--- config.mk ---
export PLATFORM = sky130hd
export DESIGN_NAME = header_object_extractor_flat
export DESIGN_NICKNAME = d
export VERILOG_FILES = /design/src/hdl/hoe_pkg.sv /design/src/hdl/hoe_ifs.sv /design/src/hdl/hoe_in_stage.sv /design/src/hdl/hoe_scanner.sv /design/src/hdl/header_object_extractor.sv /design/src/flat_wrapper.sv
export SDC_FILE = /design/constraint.sdc
export NUM_CORES = 1
export LEC_CHECK = 0
export BUFFER_PORTS_ARGS = -buffer_cell sky130_fd_sc_hd__buf_2
export CAP_MARGIN = 20
export CORE_UTILIZATION = 50
export CTS_BUF_LIST = sky130_fd_sc_hd__clkbuf_8
export DETAILED_ROUTE_END_ITERATION = 10
export PLACE_DENSITY_LB_ADDON = 0.05
export SYNTH_ARGS = -nofsm -noshare
export SYNTH_HDL_FRONTEND = slang
export SYNTH_SLANG_ARGS = --single-unit
--- constraint.sdc ---
create_clock -name clk -period 3.6 [get_ports clk]
set_input_delay 0.54 -clock clk [delete_from_list [all_inputs] [get_ports clk]]
set_output_delay 0.54 -clock clk [all_outputs]
set_load 0.005 [all_outputs]
--- src/hdl/hoe_pkg.sv ---
// Shared types, codes and constants for the header object extractor.
// No dependencies; every other file of the block depends on it.
`default_nettype none

package hoe_pkg;

  // Upper bound on the object size limit; the register value is capped at this.
  localparam int LENGTH_LIMIT_MAX = 65536;

  localparam int LEN_W = 17;
  localparam int KEY_LEN = 6;

  typedef logic [LEN_W-1:0] len_t;

  typedef enum logic [2:0] {
    ST_SCAN         = 3'd0,
    ST_DONE         = 3'd1,
    ST_NO_OPEN      = 3'd2,
    ST_UNQUOTED     = 3'd3,
    ST_KEY_MISMATCH = 3'd4,
    ST_NOT_OBJECT   = 3'd5,
    ST_EARLY_END    = 3'd6,
    ST_TOO_LONG     = 3'd7
  } status_t;

  typedef enum logic [6:0] {
    PH_OPEN  = 7'b0000001,
    PH_QUOTE = 7'b0000010,
    PH_KEY   = 7'b0000100,
    PH_COLON = 7'b0001000,
    PH_VALUE = 7'b0010000,
    PH_BODY  = 7'b0100000,
    PH_DONE  = 7'b1000000
  } phase_t;

  localparam logic [7:0] CH_LBRACE = 8'h7B;
  localparam logic [7:0] CH_RBRACE = 8'h7D;
  localparam logic [7:0] CH_COLON  = 8'h3A;
  localparam logic [7:0] CH_BSLASH = 8'h5C;
  localparam logic [7:0] CH_QUOTE  = 8'h22;

  localparam logic [7:0] KEY_TEXT [KEY_LEN] = '{8'h48, 8'h65, 8'h61, 8'h64, 8'h65, 8'h72};

  // One input beat as held in the input register.
  typedef struct packed {
    logic [7:0] text_byte;
    logic       stream_end;
  } item_t;

endpackage

`default_nettype wire

--- src/hdl/hoe_ifs.sv ---
// Valid/ready channel interfaces for the input byte stream and the result stream.
// Depends on hoe_pkg for the length type.
`default_nettype none

interface hoe_in_if;
  logic       valid;
  logic       ready;
  logic [7:0] text_byte;
  logic       stream_end;

  modport source (output valid, output text_byte, output stream_end, input ready);
  modport sink (input valid, input text_byte, input stream_end, output ready);
endinterface

interface hoe_out_if;
  logic              valid;
  logic              ready;
  logic [2:0]        status;
  logic              object_valid;
  logic [7:0]        object_byte;
  logic              object_last;
  hoe_pkg::len_t     object_length;

  modport source (output valid, output status, output object_valid, output object_byte,
                  output object_last, output object_length, input ready);
  modport sink (input valid, input status, input object_valid, input object_byte,
                input object_last, input object_length, output ready);
endinterface

`default_nettype wire

--- src/hdl/hoe_in_stage.sv ---
// Input register: captures one beat from the byte channel and holds it until the scanner takes it.
// Depends on hoe_pkg and hoe_in_if.
`default_nettype none

module hoe_in_stage (
  input  wire            clk,
  input  wire            rst_n,
  hoe_in_if.sink         in_bus,
  input  wire            take,
  output logic           item_valid,
  output hoe_pkg::item_t item
);
  import hoe_pkg::*;

  logic  valid_r;
  item_t item_r;

  // Refill in the same cycle the held beat moves on.
  assign in_bus.ready = !valid_r || take;

  always_ff @(posedge clk) begin
    if (!rst_n) begin
      valid_r <= 1'b0;
    end else if (in_bus.ready) begin
      valid_r <= in_bus.valid;
    end
  end

  always_ff @(posedge clk) begin
    if (in_bus.ready && in_bus.valid) begin
      item_r.text_byte  <= in_bus.text_byte;
      item_r.stream_end <= in_bus.stream_end;
    end
  end

  assign item_valid = valid_r;
  assign item       = item_r;

endmodule

`default_nettype wire

--- src/hdl/hoe_scanner.sv ---
// Scanner: parse state, per-beat update logic and the result register.
// Depends on hoe_pkg and hoe_out_if.
`default_nettype none

module hoe_scanner (
  input  wire            clk,
  input  wire            rst_n,
  input  wire            item_valid,
  input  hoe_pkg::item_t item,
  input  hoe_pkg::len_t  limit,
  output logic           take,
  hoe_out_if.source      out_bus
);
  import hoe_pkg::*;

  phase_t     phase_r, phase_nxt;
  logic [2:0] kpos_r, kpos_nxt;
  logic       kmis_r, kmis_nxt;
  len_t       depth_r, depth_nxt;
  logic       in_str_r, in_str_nxt;
  logic       esc_r, esc_nxt;
  len_t       count_r, count_nxt;
  status_t    fstat_r, fstat_nxt;

  logic       out_valid_r;
  status_t    status_r;
  logic       obj_valid_r, obj_valid_nxt;
  logic [7:0] obj_byte_r;
  logic       obj_last_r, obj_last_nxt;
  len_t       obj_len_r;

  logic [7:0] b;
  logic       ends;

  function automatic logic is_space(input logic [7:0] c);
    return c inside {8'd32, [8'd9:8'd13]};
  endfunction

  assign take = item_valid && (!out_valid_r || out_bus.ready);
  assign b    = item.text_byte;
  assign ends = item.stream_end;

  always_comb begin
    phase_nxt     = phase_r;
    kpos_nxt      = kpos_r;
    kmis_nxt      = kmis_r;
    depth_nxt     = depth_r;
    in_str_nxt    = in_str_r;
    esc_nxt       = esc_r;
    count_nxt     = count_r;
    fstat_nxt     = fstat_r;
    obj_valid_nxt = 1'b0;
    obj_last_nxt  = 1'b0;
    case (phase_r)
      PH_OPEN: begin
        if (ends || (!is_space(b) && b != CH_LBRACE)) begin
          fstat_nxt = ST_NO_OPEN;
          phase_nxt = PH_DONE;
        end else if (b == CH_LBRACE) begin
          phase_nxt = PH_QUOTE;
        end
      end
      PH_QUOTE: begin
        if (ends || (!is_space(b) && b != CH_QUOTE)) begin
          fstat_nxt = ST_UNQUOTED;
          phase_nxt = PH_DONE;
        end else if (b == CH_QUOTE) begin
          phase_nxt = PH_KEY;
          kpos_nxt  = 3'd0;
          kmis_nxt  = 1'b0;
        end
      end
      PH_KEY: begin
        if (ends || b == CH_QUOTE) begin
          if (kmis_r || kpos_r != 3'(KEY_LEN)) begin
            fstat_nxt = ST_KEY_MISMATCH;
            phase_nxt = PH_DONE;
          end else if (ends) begin
            fstat_nxt = ST_NOT_OBJECT;
            phase_nxt = PH_DONE;
          end else begin
            phase_nxt = PH_COLON;
          end
        end else if (kpos_r >= 3'(KEY_LEN)) begin
          kmis_nxt = 1'b1;
        end else begin
          if (KEY_TEXT[kpos_r] != b) begin
            kmis_nxt = 1'b1;
          end
          kpos_nxt = kpos_r + 3'd1;
        end
      end
      PH_COLON: begin
        if (ends || (!is_space(b) && b != CH_COLON)) begin
          fstat_nxt = ST_NOT_OBJECT;
          phase_nxt = PH_DONE;
        end else if (b == CH_COLON) begin
          phase_nxt = PH_VALUE;
        end
      end
      PH_VALUE: begin
        if (ends || (!is_space(b) && b != CH_LBRACE)) begin
          fstat_nxt = ST_NOT_OBJECT;
          phase_nxt = PH_DONE;
        end else if (b == CH_LBRACE) begin
          phase_nxt     = PH_BODY;
          depth_nxt     = len_t'(1);
          in_str_nxt    = 1'b0;
          esc_nxt       = 1'b0;
          count_nxt     = len_t'(1);
          obj_valid_nxt = 1'b1;
        end
      end
      PH_BODY: begin
        if (ends) begin
          fstat_nxt = ST_EARLY_END;
          phase_nxt = PH_DONE;
        end else if (count_r >= limit) begin
          fstat_nxt = ST_TOO_LONG;
          phase_nxt = PH_DONE;
        end else begin
          count_nxt     = count_r + len_t'(1);
          obj_valid_nxt = 1'b1;
          if (in_str_r) begin
            if (esc_r) begin
              esc_nxt = 1'b0;
            end else if (b == CH_BSLASH) begin
              esc_nxt = 1'b1;
            end else if (b == CH_QUOTE) begin
              in_str_nxt = 1'b0;
            end
          end else if (b == CH_QUOTE) begin
            in_str_nxt = 1'b1;
          end else if (b == CH_LBRACE) begin
            depth_nxt = depth_r + len_t'(1);
          end else if (b == CH_RBRACE) begin
            // Depth is at least one here, so the balancing brace takes it to zero.
            depth_nxt = depth_r - len_t'(1);
            if (depth_r == len_t'(1)) begin
              obj_last_nxt = 1'b1;
              fstat_nxt    = ST_DONE;
              phase_nxt    = PH_DONE;
            end
          end
        end
      end
      PH_DONE: begin
      end
      default: begin
        phase_nxt = PH_DONE;
      end
    endcase
  end

  always_ff @(posedge clk) begin
    if (!rst_n) begin
      phase_r     <= PH_OPEN;
      kpos_r      <= 3'd0;
      kmis_r      <= 1'b0;
      depth_r     <= '0;
      in_str_r    <= 1'b0;
      esc_r       <= 1'b0;
      count_r     <= '0;
      fstat_r     <= ST_SCAN;
      out_valid_r <= 1'b0;
    end else begin
      if (take) begin
        phase_r  <= phase_nxt;
        kpos_r   <= kpos_nxt;
        kmis_r   <= kmis_nxt;
        depth_r  <= depth_nxt;
        in_str_r <= in_str_nxt;
        esc_r    <= esc_nxt;
        count_r  <= count_nxt;
        fstat_r  <= fstat_nxt;
      end
      if (!out_valid_r || out_bus.ready) begin
        out_valid_r <= item_valid;
      end
    end
  end

  always_ff @(posedge clk) begin
    if (take) begin
      status_r    <= fstat_nxt;
      obj_valid_r <= obj_valid_nxt;
      obj_byte_r  <= obj_valid_nxt ? b : 8'd0;
      obj_last_r  <= obj_last_nxt;
      obj_len_r   <= count_nxt;
    end
  end

  assign out_bus.valid         = out_valid_r;
  assign out_bus.status        = status_r;
  assign out_bus.object_valid  = obj_valid_r;
  assign out_bus.object_byte   = obj_byte_r;
  assign out_bus.object_last   = obj_last_r;
  assign out_bus.object_length = obj_len_r;

  a_last_completes: assert property (@(posedge clk) disable iff (!rst_n)
    out_valid_r && obj_last_r |-> status_r == ST_DONE && obj_valid_r)
    else $error("closing beat without completion status");

  a_done_holds: assert property (@(posedge clk) disable iff (!rst_n)
    phase_r == PH_DONE |=> phase_r == PH_DONE)
    else $error("left the finished phase without reset");

  a_body_depth: assert property (@(posedge clk) disable iff (!rst_n)
    phase_r == PH_BODY |-> depth_r != '0 && count_r != '0)
    else $error("object body with zero depth or count");

  a_copy_status: assert property (@(posedge clk) disable iff (!rst_n)
    out_valid_r && obj_valid_r |-> status_r == ST_SCAN || status_r == ST_DONE)
    else $error("object byte copied alongside an error status");

endmodule

`default_nettype wire

--- src/hdl/header_object_extractor.sv ---
// Header object extractor: one text byte per beat in, one result per beat out. The block
// accepts a byte every clock cycle while the result channel is ready; each result passes
// through the input register and then the result register, with the whole parse update
// between them. Back-pressure on the result channel stalls the input after one
// buffered beat. The size limit register may only be written while the block is idle.
//
// Top level; depends on hoe_pkg, hoe_ifs, hoe_in_stage and hoe_scanner.
`default_nettype none

module header_object_extractor (
  input  wire                 clk,
  input  wire                 rst_n,
  hoe_in_if.sink              in_bus,
  hoe_out_if.source           out_bus,
  input  wire                 cfg_wr_en,
  input  wire [hoe_pkg::LEN_W-1:0] cfg_wr_data
);
  import hoe_pkg::*;

  localparam logic [20:0] LIMIT_CAP = 21'(LENGTH_LIMIT_MAX);

  len_t  max_bytes_r;
  len_t  limit;
  logic  item_valid;
  item_t item;
  logic  take;

  always_ff @(posedge clk) begin
    if (!rst_n) begin
      max_bytes_r <= LIMIT_CAP[LEN_W-1:0];
    end else if (cfg_wr_en) begin
      max_bytes_r <= cfg_wr_data;
    end
  end

  // Use the smaller of the register and the build-time cap.
  assign limit = ({4'd0, max_bytes_r} < LIMIT_CAP) ? max_bytes_r : LIMIT_CAP[LEN_W-1:0];

  hoe_in_stage u_in_stage (
    .clk        (clk),
    .rst_n      (rst_n),
    .in_bus     (in_bus),
    .take       (take),
    .item_valid (item_valid),
    .item       (item)
  );

  hoe_scanner u_scanner (
    .clk        (clk),
    .rst_n      (rst_n),
    .item_valid (item_valid),
    .item       (item),
    .limit      (limit),
    .take       (take),
    .out_bus    (out_bus)
  );

endmodule

`default_nettype wire
--- src/flat_wrapper.sv ---
// flat-port wrapper written by rule: the top's interface ports become plain ports
module header_object_extractor_flat import hoe_pkg::*;
  (clk, rst_n, cfg_wr_en, cfg_wr_data, in_bus_valid, in_bus_text_byte, in_bus_stream_end, in_bus_ready, out_bus_valid, out_bus_status, out_bus_object_valid, out_bus_object_byte, out_bus_object_last, out_bus_object_length, out_bus_ready);
  hoe_in_if in_bus_i ();
  hoe_out_if out_bus_i ();
  input  wire clk;
  input  wire rst_n;
  input  wire cfg_wr_en;
  input  wire [hoe_pkg::LEN_W-1:0] cfg_wr_data;
  input wire logic [$bits(in_bus_i.valid)-1:0] in_bus_valid;
  input wire logic [$bits(in_bus_i.text_byte)-1:0] in_bus_text_byte;
  input wire logic [$bits(in_bus_i.stream_end)-1:0] in_bus_stream_end;
  output wire logic [$bits(in_bus_i.ready)-1:0] in_bus_ready;
  output wire logic [$bits(out_bus_i.valid)-1:0] out_bus_valid;
  output wire logic [$bits(out_bus_i.status)-1:0] out_bus_status;
  output wire logic [$bits(out_bus_i.object_valid)-1:0] out_bus_object_valid;
  output wire logic [$bits(out_bus_i.object_byte)-1:0] out_bus_object_byte;
  output wire logic [$bits(out_bus_i.object_last)-1:0] out_bus_object_last;
  output wire logic [$bits(out_bus_i.object_length)-1:0] out_bus_object_length;
  input wire logic [$bits(out_bus_i.ready)-1:0] out_bus_ready;
  assign in_bus_i.valid = in_bus_valid;
  assign in_bus_i.text_byte = in_bus_text_byte;
  assign in_bus_i.stream_end = in_bus_stream_end;
  assign in_bus_ready = in_bus_i.ready;
  assign out_bus_valid = out_bus_i.valid;
  assign out_bus_status = out_bus_i.status;
  assign out_bus_object_valid = out_bus_i.object_valid;
  assign out_bus_object_byte = out_bus_i.object_byte;
  assign out_bus_object_last = out_bus_i.object_last;
  assign out_bus_object_length = out_bus_i.object_length;
  assign out_bus_i.ready = out_bus_ready;
  header_object_extractor u_core (.clk(clk), .rst_n(rst_n), .in_bus(in_bus_i), .out_bus(out_bus_i), .cfg_wr_en(cfg_wr_en), .cfg_wr_data(cfg_wr_data));
endmodule
* Word level (Yosys, flattened, before mapping) *
Memory sizes are Yosys's and may differ from the RTL's.
Index checks and enable logic that the tools add are counted.
W data, S select, Z words.

word-level totals
  logic and storage cells = 185
  input bits = 31
  memories kept = 1
  output and inout port bits = 32
  memory bits (read-only) = 64
  register bits = 108

memories
  memory           words  bits a word  read ports  clocked after memory_dff  write ports  RTL line           text
  (no name shown)  8      8            1           0                         0            hoe_scanner.sv:87  if (KEY_TEXT[kpos_r] != b) begin

operators by class
  equality and inequality tests = 42
  reduce and logical (&&, ||, !) cells = 26
  order comparisons = 6
  add/subtract/negate cells = 4
  bitwise gates (word level) = 4
  muxes and demuxes = 84

operators by type and width
  operator                 count
  $mux W17                 13
  $mux W7                  18
  $pmux W17 S2             2
  $mux W3                  18
  $pmux W7 S7              1
  $add A17 B1 Y17 const B  2
  $eq A8 B6 Y1 const B     3
  $eq A8 B7 Y1 const B     3
  $mux W1                  24
  $ne A2 B2 Y1 const B     12
  $ne A3 B3 Y1 const B     7
  $ne A4 B3 Y1 const B     5
  $pmux W3 S6              1
  $reduce_and A6 Y1        3
  $eq A17 B1 Y1 const B    1
  $ge A17 B17 Y1           1
  $lt A17 B17 Y1 const B   1
  $sub A17 B1 Y17 const B  1
  $mux W8                  2
  $ne A8 B6 Y1 const B     2
  $reduce_and A12 Y1       1
  $reduce_and A9 Y1        1
  $ge A8 B4 Y1 const B     1
  $le A8 B4 Y1 const B     1
  other kinds (22)         42

* Depth between registers and ports, before layout *
  depth in word-level cells = 9
  gate-level depth with buffers = 13
  mapped depth without buffers = 10

* Cells and area by module *
A second synthesis with hierarchy kept.

unflattened totals
  cells, all modules = 710
  area, all modules = 6402.4 um^2

modules (own cells, without submodules)
  module                   cells each  sequential area each (um^2)  area an instance (um^2)  times used
  hoe_scanner              625         1921.8                       5320.1                   1
  header_object_extractor  71          340.3                        754.5                    1
  hoe_in_stage             14          290.3                        327.8                    1

* Worst setup path after synthesis *
OpenSTA, ideal clock, no wires.

  path type = register to register
  from = register u_core.max_bytes_r[16]
  to = register u_core.u_scanner.obj_len_r[14], in the netlist u_core.u_scanner.out_bus.object_length[14], data pin
  cell stages (with the launch flop) = 12
  setup slack = 0.337 ns
  data required time = 3.338 ns
  clock period less this slack = 3.263 ns
  buffers on the path = 1
  data arrival time = 3.001 ns
  setup time = 0.262 ns
  cell sequence = dfxtp_1 clkinv_1 clkbuf_1 nand2_1 ha_1 a21o_1 a221o_1 a211oi_1 o211ai_1 nor3_1 a31oi_1 or2_2

on the way
  cells in the longest elaborated chain, start to end = 6

RTL lines
  element                             RTL line                       text
  start: declaration                  header_object_extractor.sv:22  len_t max_bytes_r;
  start signal: assignment            header_object_extractor.sv:30  max_bytes_r <= LIMIT_CAP[LEN_W-1:0];
  start signal: assignment            header_object_extractor.sv:32  max_bytes_r <= cfg_wr_data;
  $lt A17 B17 Y1                      header_object_extractor.sv:37  assign limit = ({4'd0, max_bytes_r} < LIMIT_CAP) ? max_bytes_r : LIMIT_CAP[LEN_W-1:0];
  $mux W17 (*)                        header_object_extractor.sv:37
  $ge A17 B17 Y1 (*)                  hoe_scanner.sv:118             end else if (count_r >= limit) begin
  $mux W17 (*)                        hoe_scanner.sv:118
  $mux W17 (*)                        hoe_scanner.sv:115             if (ends) begin
  $pmux W17 S2 (*)                    hoe_scanner.sv:54              case (phase_r)
  via u_core.u_scanner.count_nxt[14]  hoe_scanner.sv:22              len_t count_r, count_nxt;
  end signal: assignment              hoe_scanner.sv:189             obj_len_r <= count_nxt;
  end: declaration                    hoe_scanner.sv:30              len_t obj_len_r;

The timed path passes the listed nets; every way through them passes the cells marked *.
A chain may end at the register's enable or synchronous reset.

* Worst setup path in the final report *
  from = register u_core.max_bytes_r[16]
  to = register u_core.u_scanner.depth_r[14]

on the way
  cells in the longest elaborated chain, start to end = 5

RTL lines
  element                                 RTL line                       text
  $lt A17 B17 Y1                          header_object_extractor.sv:37
  $mux W17 (*)                            header_object_extractor.sv:37
  $ge A17 B17 Y1 (*)                      hoe_scanner.sv:118
  $ne A2 B2 Y1 (no source line) (*)       --
  $reduce_and A9 Y1 (no source line) (*)  --
  end signal: assignment                  hoe_scanner.sv:171             depth_r <= depth_nxt;
  end: declaration                        hoe_scanner.sv:19              len_t depth_r, depth_nxt;

Mark *: on every way between the ends. The rest lies on a longest branch, timed or not.

==> summary by stage <==
GRT
The global-route total usage across every layer is 24.8%. The global-route wire length before repair is 24500 um. The most utilized layer in the global route result is met2. The met1 demand-to-capacity share in global routing is 35.7%. The met2 routing resource usage after global routing is 37.7%. Entering global routing, the biggest net connects 39 pins. The number of antenna violations at the first check in global routing is 0. After global routing the overflow that remains totals 0.

The number of global-route vias before repair was 4925. The met3 track demand over resource in global routing is 3.81%.

Timing
After layout, the worst path uses 91.2% of the clock period. Subtracting the final worst setup slack from the clock period gives 3280 ps. The transition time at the pin with the least slew margin is 851 ps.

The total negative slack for setup checks is 0 ps. Setup violations remaining at the end of the flow were counted as 0. The worst slew margin relative to its limit is 42.5%. The top achievable clock speed is 304 MHz. Setup repair after global routing left no endpoint under its margin. The number of slew-limit violations in the final report is 0.

The worst clock skew on the final layout is 15.8 ps. The count of final hold-check violations is 0. The worst path meets setup with 316 ps of slack.

Yosys
The summed instance area of the synthesized netlist is 5990 um^2. The net count of the mapped netlist is 732. The synthesized design contains 108 register bits. The number of standard cells after synthesis is 676. The mean area per synthesized cell is 8.85 um^2.

The cell type with the highest aggregate area in the netlist is sky130_fd_sc_hd__dfxtp_1. In the synthesized netlist the dominant register cell turns out to be sky130_fd_sc_hd__dfxtp_1. The synthesis warning total is 0. The sequential fraction of the synthesis area is 42.6%. The netlist uses 64 different library cells. The number of synthesized flops with an enable pin is 39. The share of synthesized area in the top cell type comes to 23.1%.

The async set-or-reset flop fraction in the synthesized netlist is 0%. By area the synthesized netlist is led by sky130_fd_sc_hd__dfxtp_1 (23%), sky130_fd_sc_hd__edfxtp_1 (20%), sky130_fd_sc_hd__ha_1 (5.2%).

Final layout
The area overhead of the layout relative to synthesis is 10.8%. Fill cells in the final layout number 1048. Summing all multi-input logic gate instances after layout gives 3260 um^2. The total number of nets in the final design is 788. Registers take 2550 um^2. The final instance area is 6630 um^2. 0 antenna diodes ended up in the layout.

The fraction of final layout cells with drive strength greater than 1 is 13.3%.

Power and ir drop
The analysis attributes to cell leakage a power of 2.47 nW. VDD sags by at most 0.264 mV. For this design the ratio of total power to cell area is 332 nW/um^2.

Detailed routing
Before antenna repair, the detailed router went through 8 iterations. Using the TritonRoute via totals, the vias-per-cell ratio works out to 6.14. Dividing the detail-routed wire length by the instance count gives 17.2 um. The overall routed net length is 15100 um. The initial detailed-routing violation count is 450. The number of remaining DRC errors is 9. The detail route stage leaves a number of antenna-violating nets equal to 0. The detailed router placed 5402 vias in this run.

Clock network
The clock root buffer master is sky130_fd_sc_hd__clkbuf_8. The number of buffers added by the clock tree synthesis step is 9. At the later pin of the worst-skew pair, clock insertion delay measures 390 ps. The number of sinks on the clock net is 108.

TritonCTS built the clock tree. No sink is reached through more buffers than the 2 on the longest clock path. The number of hold-repair buffers added at the cts stage is 0. The clock tree synthesis step divided the H-tree into 3 levels. After clock tree synthesis, the clock-pin slew on the worst setup and hold paths is 100 ps.

Critical path
The peak per-stage delay on the critical path is 570 ps. The worst register-to-register path has a depth of 10. The worst register-to-register path begins at u_core.max_bytes_r[16]$_SDFFE_PN1P_. The arrival time of the worst setup path is 3610 ps. The capture point of the worst path is u_core.u_scanner.depth_r[14]$_SDFFE_PN0P_.

The worst setup path is captured at a register. STA puts the critical path data required time at 3930 ps. The terminus of the critical flop-to-flop path is u_core.u_scanner.depth_r[14]$_SDFFE_PN0P_. The most frequent cell on the critical path is sky130_fd_sc_hd__a21o_1. The worst setup path is launched from a register. The setup slack on the worst flop-to-flop path is 320 ps.

In this run the worst path has a maximum fanout of 24. The master of the slowest instance on the critical path is sky130_fd_sc_hd__or4_1. The critical path goes through clkinv_1 > nand2_1 > ha_1 > a21o_1 > a221o_1 > a2111oi_4 > o211ai_2 > a21o_1 > or4_1 > a21oi_1.

The worst setup path is of the register to register kind. The critical path starts at u_core.max_bytes_r[16]$_SDFFE_PN1P_.

Hold path
The path category of the worst min-delay check is input pin to register.

Floorplanning
The width of the chip is 111 um. The I/O pin total is 63. The die is 111 um tall.

The floorplan has 39 rows. The die outline area is 12400 um^2. Once the floorplan was initialized, standard cells occupied 51.8% of the core.

The region available for standard cell placement spans 11600 um^2.

Job
Max-cap violations in this run came to 0.

Placed design
The standard cell area after detailed placement is 6450 um^2. The number of input and output port buffers inserted is 62. Detailed placement ended at an HPWL of 10900 um. Routability-driven placement finished with a final weighted congestion of 0.865. The setup slack after placement is 314 ps.

Status
The final reports fail on design-rule violations. The flow ran to the end, but the final reports show violations.
-- power breakdown --
part	internal, mW	switching, mW	leakage (nW)
logic	0.0704	0.114	1.45
clock network	0.281	0.410	0.103
registers	1.30	0.0272	0.921
-- logic make-up (layout without fill, tap and decap cells) --
logic type	after synthesis	count (layout)	synth area share [%]
and+or+nand+nor	295	295	25.8
buffers and inverters	45	106	3.01
DFF	108	108	42.6
muxes	20	20	3.34
AOI/OAI and AO/OA	174	174	18.7
xor gates and xnor gates	9	9	1.32
adders and majority gates	25	25	5.23
-- placed cells by master (no fill, tap or decap), types with 24 or more instances in the layout --
cell type | synthesis | layout
sky130_fd_sc_hd__dfxtp_1 | 69 | 69
sky130_fd_sc_hd__nand2_1 | 69 | 68
sky130_fd_sc_hd__ha_1 | 25 | 25
sky130_fd_sc_hd__nand3_1 | 29 | 29
sky130_fd_sc_hd__nor2_1 | 46 | 46
sky130_fd_sc_hd__buf_2 | 3 | 62
sky130_fd_sc_hd__edfxtp_1 | 39 | 39
sky130_fd_sc_hd__nor3_1 | 25 | 24
sky130_fd_sc_hd__a21oi_1 | 44 | 44
sky130_fd_sc_hd__or3_1 | 27 | 27
sky130_fd_sc_hd__o21ai_0 | 45 | 45
-- cell type report --
cell class                      count  area share [%]
Inverter                           14           0.792
Multi-Input combinational cell    523            49.2
Clock inverter                      5           0.321
Timing Repair Buffer               76            6.26
Clock buffer                       11            2.28
Tap cell                          143            2.70
Sequential cell                   108            38.5
-- metal layers --
| metal | vias up | routed length, um |
|---|---|---|
| met1 | 2544 | 7300 |
| met3 | 15 | 950 |
| met5 | - | 0 |
| met4 | 0 | 230 |
| met2 | 188 | 6620 |
| li1 | 2655 | - |
-- registers in the layout, indices dropped and copies added, names as in the netlist --
name	count
u_core.u_scanner.out_bus.object_last	1
u_core.u_scanner.in_str_r	1
u_core.u_scanner.out_bus.object_valid	1
u_core.max_bytes_r	17
u_core.u_scanner.fstat_r	3
u_core.u_scanner.out_bus.valid	1
u_core.u_scanner.out_bus.object_byte	8
u_core.u_scanner.out_bus.object_length	17
u_core.u_in_stage.item_valid	1
u_core.u_scanner.esc_r	1
u_core.u_in_stage.item	9
u_core.u_scanner.count_r	17
u_core.u_scanner.kpos_r	3
u_core.u_scanner.depth_r	17
u_core.u_scanner.phase_r	7
u_core.u_scanner.out_bus.status	3
u_core.u_scanner.kmis_r	1
-- stage by stage --
step	util (%)	std cells	power, mW	hold WS (ps)
2_1_floorplan	-	676	1.46	428
3_3_place_gp	55.8	864	1.53	443
3_5_place_dp	55.8	864	1.54	471
4_1_cts	57.3	880	2.22	309
5_1_grt	57.4	880	2.29	311
6_report	57.4	880	2.20	324
-- Yosys cell counts (9+ instances only) --
cell / count
sky130_fd_sc_hd__inv_1: 11
sky130_fd_sc_hd__nor3_1: 25
sky130_fd_sc_hd__o21ai_0: 45
sky130_fd_sc_hd__edfxtp_1: 39
sky130_fd_sc_hd__and2_1: 11
sky130_fd_sc_hd__and3_1: 16
sky130_fd_sc_hd__dfxtp_1: 69
sky130_fd_sc_hd__or3_1: 27
sky130_fd_sc_hd__clkbuf_1: 24
sky130_fd_sc_hd__nand4_1: 12
sky130_fd_sc_hd__or4_1: 10
sky130_fd_sc_hd__a21oi_1: 44
sky130_fd_sc_hd__nor2b_1: 12
sky130_fd_sc_hd__ha_1: 25
sky130_fd_sc_hd__mux2i_1: 20
sky130_fd_sc_hd__nor2_1: 46
sky130_fd_sc_hd__a31oi_1: 21
sky130_fd_sc_hd__nand3_1: 29
sky130_fd_sc_hd__nor4_1: 9
sky130_fd_sc_hd__nand2_1: 69
sky130_fd_sc_hd__nand2b_1: 10
-- worst min path at each step --
stage	startpoint	end	slack, ps	cells past startpoint
after global placement	u_core.u_scanner.kmis_r$_SDFFE_PN0P_	u_core.u_scanner.kmis_r$_SDFFE_PN0P_	440	2
after detailed placement	u_core.u_scanner.kmis_r$_SDFFE_PN0P_	u_core.u_scanner.kmis_r$_SDFFE_PN0P_	470	2
after floorplan	u_core.u_scanner.kmis_r$_SDFFE_PN0P_	u_core.u_scanner.kmis_r$_SDFFE_PN0P_	430	2
after CTS	in_bus_stream_end	u_core.u_in_stage.item[0]$_DFFE_PP_	310	1
after global routing	in_bus_text_byte[5]	u_core.u_in_stage.item[6]$_DFFE_PP_	310	1
final	in_bus_stream_end	u_core.u_in_stage.item[0]$_DFFE_PP_	320	1
-- critical path, delay by kind of cell, from the launching register on --
| family | cells | cell delay [ps] |
|---|---|---|
| AOI/OAI and AO/OA | 6 | 1650 |
| and+or+nand+nor | 2 | 730 |
| DFF | 1 | 350 |
| adders and majority gates | 1 | 260 |
| buffers and inverters | 1 | 240 |
-- repair_timing --
| action | in CTS | in global routing |
|---|---|---|
| setup buffers | 0 | 0 |
| endpoints found under the setup margin | 0 | 2 |
| resized for setup | 0 | 2 |
(Power assumes the default switching activity.)
